### config.mk
export PLATFORM = sky130hd
export DESIGN_NAME = motor_speed_ramp_reverser
export DESIGN_NICKNAME = d
export VERILOG_FILES = /design/src/rtl/msr_pkg.sv /design/src/rtl/msr_cfg_reg.sv /design/src/rtl/msr_step_logic.sv /design/src/rtl/motor_speed_ramp_reverser.sv
export VERILOG_INCLUDE_DIRS = /design/src /design/src/rtl
export SDC_FILE = /design/constraint.sdc
export NUM_CORES = 1
export LEC_CHECK = 0
export BUFFER_PORTS_ARGS = -buffer_cell sky130_fd_sc_hd__buf_2
export CORE_MARGIN = 2
export CORE_UTILIZATION = 45
export CTS_BUF_LIST = sky130_fd_sc_hd__clkbuf_8
export CTS_CLUSTER_DIAMETER = 80
export DETAILED_ROUTE_END_ITERATION = 7
export PLACE_DENSITY = 0.6
export SLEW_MARGIN = 0
export SYNTH_ARGS = -nofsm -noshare
export SYNTH_HDL_FRONTEND = slang
export SYNTH_SLANG_ARGS = --single-unit
### constraint.sdc
create_clock -name clk -period 10.25 [get_ports clk]
set_input_delay 1.5375 -clock clk [delete_from_list [all_inputs] [get_ports clk]]
set_output_delay 1.5375 -clock clk [all_outputs]
set_load 0.02 [all_outputs]
### src/rtl/motor_speed_ramp_reverser_defines.svh
// Assertion macros for the motor speed ramp reverser.
// Used by the top level only; depends on nothing.
`ifndef MOTOR_SPEED_RAMP_REVERSER_DEFINES_SVH
`define MOTOR_SPEED_RAMP_REVERSER_DEFINES_SVH

// same-cycle implication
`define MSR_ASSERT_IMP(label, clk, rst_n, ante, cons) \
    label: assert property (@(posedge clk) disable iff (!rst_n) (ante) |-> (cons)) \
        else $error("msr: implication check failed");

// next-cycle implication
`define MSR_ASSERT_NEXT(label, clk, rst_n, ante, cons) \
    label: assert property (@(posedge clk) disable iff (!rst_n) (ante) |=> (cons)) \
        else $error("msr: next-cycle check failed");

`endif

### src/rtl/msr_pkg.sv
// Shared types and constants for the motor speed ramp reverser.
// No dependencies.
package msr_pkg;

    localparam int unsigned SPEED_W   = 7;
    localparam int unsigned CMD_W     = 8;
    localparam int unsigned DUTY_W    = 10;
    localparam logic [SPEED_W-1:0] SPEED_MAX  = 7'd100;
    localparam logic [SPEED_W-1:0] STEP_RESET = 7'd5;
    // floor(x * 10.2) == (x * DUTY_RECIP) >> 16 for x in 0..127
    localparam logic [19:0] DUTY_RECIP = 20'd668508;

    typedef enum logic [1:0] {
        FUNC_TICK  = 2'd0,
        FUNC_SPEED = 2'd1,
        FUNC_DIR   = 2'd2
    } func_t;

    typedef struct packed {
        logic [1:0]       func;
        logic [CMD_W-1:0] speed_command;
        logic             forward_command;
    } item_t;

    typedef struct packed {
        logic [SPEED_W-1:0] cur;
        logic [SPEED_W-1:0] tgt;
        logic               fwd;
        logic               pending;
        logic [SPEED_W-1:0] saved;
    } state_t;

    typedef struct packed {
        logic               rejected;
        logic               going_forward;
        logic               ramping;
        logic [SPEED_W-1:0] speed_now;
        logic [DUTY_W-1:0]  duty_reverse;
        logic [DUTY_W-1:0]  duty_forward;
    } result_t;

endpackage

### src/rtl/msr_cfg_reg.sv
// Ramp step register with range check on write.
// Depends on msr_pkg.
module msr_cfg_reg (
    input  logic                          clk,
    input  logic                          rst_n,
    input  logic                          wr_en,
    input  logic [msr_pkg::SPEED_W-1:0]   wr_data,
    output logic [msr_pkg::SPEED_W-1:0]   step
);

    logic [msr_pkg::SPEED_W-1:0] step_reg;

    always_ff @(posedge clk or negedge rst_n)
    begin
        if (!rst_n)
        begin
            step_reg <= msr_pkg::STEP_RESET;
        end
        else if (wr_en && (wr_data <= msr_pkg::SPEED_MAX))
        begin
            step_reg <= wr_data;
        end
    end

    assign step = step_reg;

endmodule

### src/rtl/msr_step_logic.sv
// Per-item state update and result formation (combinational).
// Depends on msr_pkg.
module msr_step_logic (
    input  msr_pkg::item_t                item,
    input  logic [msr_pkg::SPEED_W-1:0]   step,
    input  msr_pkg::state_t               st,
    output msr_pkg::state_t               st_next,
    output msr_pkg::result_t              res
);

    logic [msr_pkg::SPEED_W:0]   cur_up;
    logic [msr_pkg::SPEED_W:0]   tgt_up;
    logic [msr_pkg::SPEED_W-1:0] cur_tick;
    logic                        rej;
    logic [26:0]                 prod;
    logic [msr_pkg::DUTY_W-1:0]  duty;

    assign cur_up = {1'b0, st.cur} + {1'b0, step};
    assign tgt_up = {1'b0, st.tgt} + {1'b0, step};

    always_comb
    begin
        cur_tick = st.cur;
        if (st.cur < st.tgt)
        begin
            cur_tick = (cur_up >= {1'b0, st.tgt}) ? st.tgt : cur_up[msr_pkg::SPEED_W-1:0];
        end
        else if (st.cur > st.tgt)
        begin
            cur_tick = ({1'b0, st.cur} <= tgt_up) ? st.tgt : (st.cur - step);
        end
    end

    always_comb
    begin
        st_next = st;
        rej     = 1'b0;
        unique case (item.func)
            msr_pkg::FUNC_TICK:
            begin
                st_next.cur = cur_tick;
                if (st.pending && (cur_tick == '0) && (st.tgt == '0))
                begin
                    st_next.fwd     = ~st.fwd;
                    st_next.tgt     = st.saved;
                    st_next.pending = 1'b0;
                end
            end
            msr_pkg::FUNC_SPEED:
            begin
                if (item.speed_command > {1'b0, msr_pkg::SPEED_MAX})
                begin
                    rej = 1'b1;
                end
                else if (st.pending)
                begin
                    st_next.saved = item.speed_command[msr_pkg::SPEED_W-1:0];
                end
                else
                begin
                    st_next.tgt = item.speed_command[msr_pkg::SPEED_W-1:0];
                end
            end
            msr_pkg::FUNC_DIR:
            begin
                if (!st.pending && (item.forward_command != st.fwd))
                begin
                    if ((st.cur == '0) && (st.tgt == '0))
                    begin
                        st_next.fwd = item.forward_command;
                    end
                    else
                    begin
                        st_next.saved   = st.tgt;
                        st_next.tgt     = '0;
                        st_next.pending = 1'b1;
                    end
                end
            end
            default:
            begin
                st_next = st;
            end
        endcase
    end

    assign prod = 27'(st_next.cur) * 27'(msr_pkg::DUTY_RECIP);
    assign duty = prod[25:16];

    always_comb
    begin
        res.rejected      = rej;
        res.going_forward = st_next.fwd;
        res.ramping       = (st_next.cur != st_next.tgt);
        res.speed_now     = st_next.cur;
        res.duty_forward  = st_next.fwd ? duty : '0;
        res.duty_reverse  = st_next.fwd ? '0 : duty;
    end

endmodule

### src/rtl/motor_speed_ramp_reverser.sv
// Channel   Dir  Handshake              Payload
// s_*       in   s_tvalid / s_tready    s_tuser func, s_tdata command fields
// m_*       out  m_tvalid / m_tready    m_tdata duty values and status
// cfg_*     in   cfg_valid / cfg_ready  cfg_data ramp step
//
// One item per cycle sustained while m_tready is high; the result passes through the input
// register, then the state update into the result register.
// Reset: rst_n async low; speed 0, target 0, forward, step 5.
// Stalls on m_tready hold the result register; the input register still takes one item.
// cfg_ready is always high. Depends on msr_pkg, msr_cfg_reg, msr_step_logic, defines header.
`include "motor_speed_ramp_reverser_defines.svh"

module motor_speed_ramp_reverser (
    input  logic        clk,
    input  logic        rst_n,
    input  logic        s_tvalid,
    output logic        s_tready,
    input  logic [15:0] s_tdata,   // [7:0] speed_command, [8] forward_command, rest zero
    input  logic [1:0]  s_tuser,   // [1:0] func
    output logic        m_tvalid,
    input  logic        m_tready,
    output logic [31:0] m_tdata,   // [9:0] duty_forward, [19:10] duty_reverse,
                                   // [26:20] speed_now, [27] ramping,
                                   // [28] going_forward, [29] rejected, rest zero
    input  logic        cfg_valid,
    output logic        cfg_ready,
    input  logic [6:0]  cfg_data
);

    logic                        in_valid_reg;
    logic                        in_valid_next;
    msr_pkg::item_t              in_item_reg;
    logic                        out_valid_reg;
    logic                        out_valid_next;
    msr_pkg::result_t            out_res_reg;
    msr_pkg::state_t             state_reg;
    msr_pkg::state_t             state_next;
    msr_pkg::result_t            res;
    msr_pkg::item_t              s_item;
    logic [msr_pkg::SPEED_W-1:0] step;
    logic                        advance;
    logic                        fire;
    logic                        in_acc;

    assign cfg_ready = 1'b1;

    assign s_item.func            = s_tuser;
    assign s_item.speed_command   = s_tdata[7:0];
    assign s_item.forward_command = s_tdata[8];

    assign advance  = !out_valid_reg || m_tready;
    assign fire     = in_valid_reg && advance;
    assign s_tready = !in_valid_reg || advance;
    assign in_acc   = s_tvalid && s_tready;

    assign in_valid_next  = in_acc ? 1'b1 : (advance ? 1'b0 : in_valid_reg);
    assign out_valid_next = fire ? 1'b1 : (m_tready ? 1'b0 : out_valid_reg);

    msr_cfg_reg u_cfg (
        .clk     (clk),
        .rst_n   (rst_n),
        .wr_en   (cfg_valid && cfg_ready),
        .wr_data (cfg_data),
        .step    (step)
    );

    msr_step_logic u_step (
        .item    (in_item_reg),
        .step    (step),
        .st      (state_reg),
        .st_next (state_next),
        .res     (res)
    );

    always_ff @(posedge clk or negedge rst_n)
    begin
        if (!rst_n)
        begin
            in_valid_reg      <= 1'b0;
            out_valid_reg     <= 1'b0;
            state_reg.cur     <= '0;
            state_reg.tgt     <= '0;
            state_reg.fwd     <= 1'b1;
            state_reg.pending <= 1'b0;
            state_reg.saved   <= '0;
        end
        else
        begin
            in_valid_reg  <= in_valid_next;
            out_valid_reg <= out_valid_next;
            if (fire)
            begin
                state_reg <= state_next;
            end
        end
    end

    always_ff @(posedge clk)
    begin
        if (in_acc)
        begin
            in_item_reg <= s_item;
        end
        if (fire)
        begin
            out_res_reg <= res;
        end
    end

    assign m_tvalid = out_valid_reg;
    assign m_tdata  = {2'b00, out_res_reg};

    `MSR_ASSERT_IMP(a_pending_tgt_zero, clk, rst_n, state_reg.pending, state_reg.tgt == '0)
    `MSR_ASSERT_IMP(a_one_side_driven, clk, rst_n, m_tvalid,
        (m_tdata[9:0] == 10'd0) || (m_tdata[19:10] == 10'd0))
    `MSR_ASSERT_IMP(a_speed_range, clk, rst_n, 1'b1,
        (state_reg.cur <= msr_pkg::SPEED_MAX) && (step <= msr_pkg::SPEED_MAX))
    `MSR_ASSERT_NEXT(a_cfg_write, clk, rst_n, cfg_valid && (cfg_data <= msr_pkg::SPEED_MAX),
        step == $past(cfg_data))

endmodule

Yosys cells after proc, flatten, opt, wreduce, memory -nomap -nowiden:

Index checks and enable logic that the tools add are counted.

* register bits after elaboration: 73
* bits in latches: 0
* memory bits (writable): 0
* memory bits (read-only): 0
* bits of input ports: 30
* memories kept: 0

* add/sub/neg operators: 3
* multiply operators: 1
* divide/modulo/power cells: 0
* order comparisons: 6
* equal/unequal tests: 9
* shift-type cells: 0
* mux-type cells: 22
* bitwise operators: 1
* reduce and logical (&&, ||, !) cells: 22

Operators by type and width (count)
* 7-bit 2-to-1 mux: 10
* 7-bit by 18-bit multiplier with 24-bit output (second input constant): 1
* 7-bit zero test: 3
* 7-bit case mux with 3 select lines: 1
* 7-bit by 7-bit adder with 8-bit output: 2
* 16-bit 2-to-1 mux: 1
* 7-bit case mux with 2 select lines: 1
* 9-bit 2-to-1 mux: 1
* 8-bit by 7-bit >= comparator with 1-bit output: 1
* 8-bit by 7-bit > comparator with 1-bit output (second input constant): 1
* 7-bit by 8-bit less-or-equal comparator with 1-bit output: 1
* 8-bit 2-to-1 mux: 1
* 2-bit nonzero test: 4
* 7-bit > comparator: 1
* 7-bit less-or-equal comparator (second input constant): 1
* 1-bit logical AND: 7
* 7-bit less-than comparator: 1
* 7-bit inequality test: 1
* 7-bit subtractor: 1
* 1-bit 2-to-1 mux: 6
* 2-bit inequality test (second input constant): 3
* 6-bit AND reduction: 1
* 5-bit AND reduction: 1
* 2-bit by 1-bit inequality test with 1-bit output (second input constant): 2
* other kinds (8): 11

Longest topological paths before layout:

* depth in word-level cells: 11
* depth in mapped cells: 39
* gate-level depth less buffers: 38

By module:

Synthesis repeated with hierarchy kept, for this count alone.

* cells, all modules: 723
* area, all modules: 7201.9 um2

Modules (own cells, without submodules)
* msr_step_logic: instances 1, cells each 597, area each 4599.4 um2, seq. area each 0.0 um2
* motor_speed_ramp_reverser: instances 1, cells each 103, area each 2296.0 um2, seq. area each 1858.0 um2
* msr_cfg_reg: instances 1, cells each 23, area each 306.5 um2, seq. area each 177.7 um2

Least setup slack after synthesis:

Ideal clock, no wire load.

* path kind: register -> register
* start point: reg state_reg[10] (netlist name)
* end point: reg out_res_reg (netlist bit m_tdata[18]) (data pin)
* library setup time: 257 ps
* arrival: 7840 ps
* setup slack: 2153 ps
* cell stages (with the launch flop): 40
* path buffers: 2
* clock period less this slack: 8097 ps
* cell sequence: dfrtp_1 > clkbuf_1 > inv_1 > fa_1 > nor2b_1 > o21ai_0 > nand2b_1 > a21o_1 > a21oi_1 > xor2_1 > ha_1 > nand3_1 > o221a_2 > o41ai_2 > or2_0 > buf_2 > or4b_1 > nand4_1 > [4 not listed] > fa_1 > inv_1 > fa_1 > inv_1 > fa_1 > inv_1 > ha_1 > a21o_1 > a21o_1 > a21oi_1 > o31ai_1 > inv_1 > a2bb2oi_1 > o31ai_1 > o41ai_1 > o21bai_1 > xnor2_1 > nor2_1

RTL lines
* from (decl): RTL line motor_speed_ramp_reverser.sv:36 `msr_pkg::state_t state_reg;`
* from (signal assigned): RTL line motor_speed_ramp_reverser.sv:93 `state_reg <= state_next;`
* to (signal assigned): RTL line motor_speed_ramp_reverser.sv:106 `out_res_reg <= res;`
* to (decl): RTL line motor_speed_ramp_reverser.sv:35 `msr_pkg::result_t out_res_reg;`

==> run metrics <==
TritonCTS clock tree=built; setup repair after global routing missed its margin=false; antenna diode count=0; cell depth of the worst flop-to-flop path=33; vias per inst=approximately 5.8; port bufs=54; setup TNS=0 ps; flop-to-flop setup slack=approximately 1000 ps; Starting Density=a little under half; proportion of layout cells with a drive suffix above 1=13.2%; met2 layer wire length in the routed design=approximately 8600 um; count of flip-flops with a built-in enable after synthesis=41; fill cell instance count of the final layout=1445; delay of the slowest cell on the worst path=roughly 660 ps; per-cell routed wire length=17.5 um; chip width=129 um; Final setup violation count=0; worst-case headroom to the max-slew limit=35.9%; final net count=961; total standard cell area after synthesis=7020 um^2; count of nets left with antenna violations after detail routing=0; DP HPWL=roughly 14000 um; cell with the largest stage delay on the worst path=sky130_fd_sc_hd__o41ai_1; area of the core=15200 um^2; Pre-Repair DR Iteration Count=5; number of endpoints with negative hold slack in the final report=0; area share of the largest cell type after synthesis=around 18%; share of the yosys chip area belonging to registers=between 20 and 30%; number of primary I/O pins=65; via count of the first global-routing pass=5715; number of flip-flops in the largest register=30; crit start category=flip-flop; WP buf/inv=7; Clock Skews=13.2 ps; period utilisation layout=about nine tenths; number of sinks driven by the clock tree=73; type of element capturing the critical path=flip-flop; Synth Instances=754; wire length of the first global-routing pass=28600 um; synthesized area divided by synthesized cell count=9.31 um^2; Max-Cap Viols=0; cell type group with the largest total delay on the critical path=compound AO/OA/AOI/OAI gates; arrival time of data at the critical path endpoint=about 9400 ps; floorplan die area=~17000 um^2; Worst path depth=33; clock-pin slew on the worst setup and hold paths=90 ps; Routability Congestion=0.932; DRC violation total after the first TritonRoute iteration=342; Worst Max-Slew Pin Slew=955 ps; fraction of synthesis flops using an asynchronous set or reset pin=roughly 44%; GRT Residual Overflow=0; hold depth=2; pin count of the biggest net entering global routing=33; clock network latency to the later pin of the worst-skew pair=370 ps; number of warning messages in the yosys log=0; count of standard-cell rows=45; number of gates given a new drive strength after cts=0; DRC errors left=0; Max Fanout on Critical Path=10; worst min-delay path class=flip-flop to flip-flop; length of routed wiring on met1=7880 um; number of different library cells in the post-synthesis netlist=a little over 80; outcome=finished clean; highest metal used=met4; biggest area consumer among synthesized cells=sky130_fd_sc_hd__ha_1; DRT Wirelength=17500 um; most common cell in the synthesized netlist=sky130_fd_sc_hd__ha_1; max-slew violation count=0; cell repeated most along the worst path=sky130_fd_sc_hd__inv_1; worst setup path class=flip-flop to flip-flop; detailed-route via count=5795; number of clock buffers inserted by TritonCTS=9; area overhead of the layout relative to synthesis=9.82%; largest buffer count on any clock path=2; overall global routing resource usage=22.1%; data required time of the critical path=10370 ps; vertical die dimension=129 um; list of most frequent post-synthesis cells=sky130_fd_sc_hd__ha_1, sky130_fd_sc_hd__inv_1, sky130_fd_sc_hd__nand2_1, sky130_fd_sc_hd__nor2_1, sky130_fd_sc_hd__o21ai_0; cell at the root of the clock tree=sky130_fd_sc_hd__clkbuf_8; Setup Buffers After CTS=0; H-tree levels=3; most instantiated flip-flop cell in the synthesis netlist=sky130_fd_sc_hd__edfxtp_1; antenna violations before repair=0; maximum clock rate=~110 MHz; number of flip-flops and latches in the synthesized netlist=73; Post-CTS Hold Buffers=0; Final min period=about 9300 ps; length of routed met3 wiring=around 620 um; top cells by area, synth=sky130_fd_sc_hd__ha_1, sky130_fd_sc_hd__edfxtp_1, sky130_fd_sc_hd__dfrtp_1, sky130_fd_sc_hd__fa_1, sky130_fd_sc_hd__inv_1
## stage by stage
step | hold slack [ps] | std cells | setup slack (ps) | util (%) | instance area, um^2
floorplan | 450 | 755 | 2150 | - | 7020
global placement | 465 | 982 | 1230 | 49.2 | 7480
detailed placement | 477 | 982 | 1130 | 49.2 | 7480
CTS | 498 | 998 | 1010 | 50.7 | 7710
global route | 511 | 998 | 316 | 50.7 | 7710
finish | 494 | 998 | 984 | 50.7 | 7710
## tightest hold or removal path, delay by kind of cell (launching register included)
| kind | cells | cell delay, ps |
|---|---|---|
| flops | 1 | 350 |
| compound gates | 1 | 60 |
| simple gates | 1 | 50 |
## layer usage
metal / GRT usage, % / vias up
li1: - / 2830
met1: 28.2 / 2793
met2: 38.6 / 145
met3: 3.37 / 27
met4: 6.84 / 0
met5: 0 / -
## cell usage in the layout, fill, tap and decap left out, drive strengths merged, types with 5 or more instances in the layout
cell type,synthesis,final
ha,101,101
inv,86,89
buf,12,65
nand2,54,54
o21ai,51,51
nor2,49,49
edfxtp,41,41
a21oi,38,38
dfrtp,29,29
fa,25,25
xnor2,16,16
nor3,16,16
a21o,13,13
and3,13,13
nand2b,13,13
nand3,12,12
nor4,12,12
nor2b,9,9
nand4,9,9
clkbuf,14,9
xor2,8,8
a31oi,8,8
o31ai,7,7
or2,7,7
o211ai,6,6
nor3b,5,5
or3,5,5
o21a,5,5
a2111oi,5,5
## area by class of cell
class / count / area [um^2] / area share, %
clock buffers: 9 / 124 / 1.61
clock inverters: 7 / 100 / 1.30
inverters: 87 / 327 / 4.24
multi-input cells: 569 / 4530 / 58.8
flip-flops and latches: 73 / 2040 / 26.4
well taps: 188 / 235 / 3.05
repair buffers: 65 / 353 / 4.58
## worst paths after layout
| check | startpoint | to |
|---|---|---|
| min in group asynchronous | rst_n | u_cfg.step[4] |
| setup reg to reg | state_reg[19] | m_tdata[18] |
| setup / recovery | state_reg[19] | m_tdata[18] |
| hold reg to reg | state_reg[3] | state_reg[3] |
| hold / removal | state_reg[3] | state_reg[3] |
| max in group asynchronous | rst_n | state_reg[13] |
## cells by family after synthesis
family / Yosys count / synth area share (%)
muxes: 6 / 0.891
xor gates and xnor gates: 24 / 3.00
AOI/OAI and AO/OA: 184 / 18.0
and+or+nand+nor: 226 / 17.4
buffers and inverters: 113 / 6.45
adders and majority gates: 126 / 25.1
other: 2 / 0.107
DFF: 73 / 29.0
Power is not shown: default switching activity piles up to over one toggle a cycle in this logic, so the estimate is an artifact.
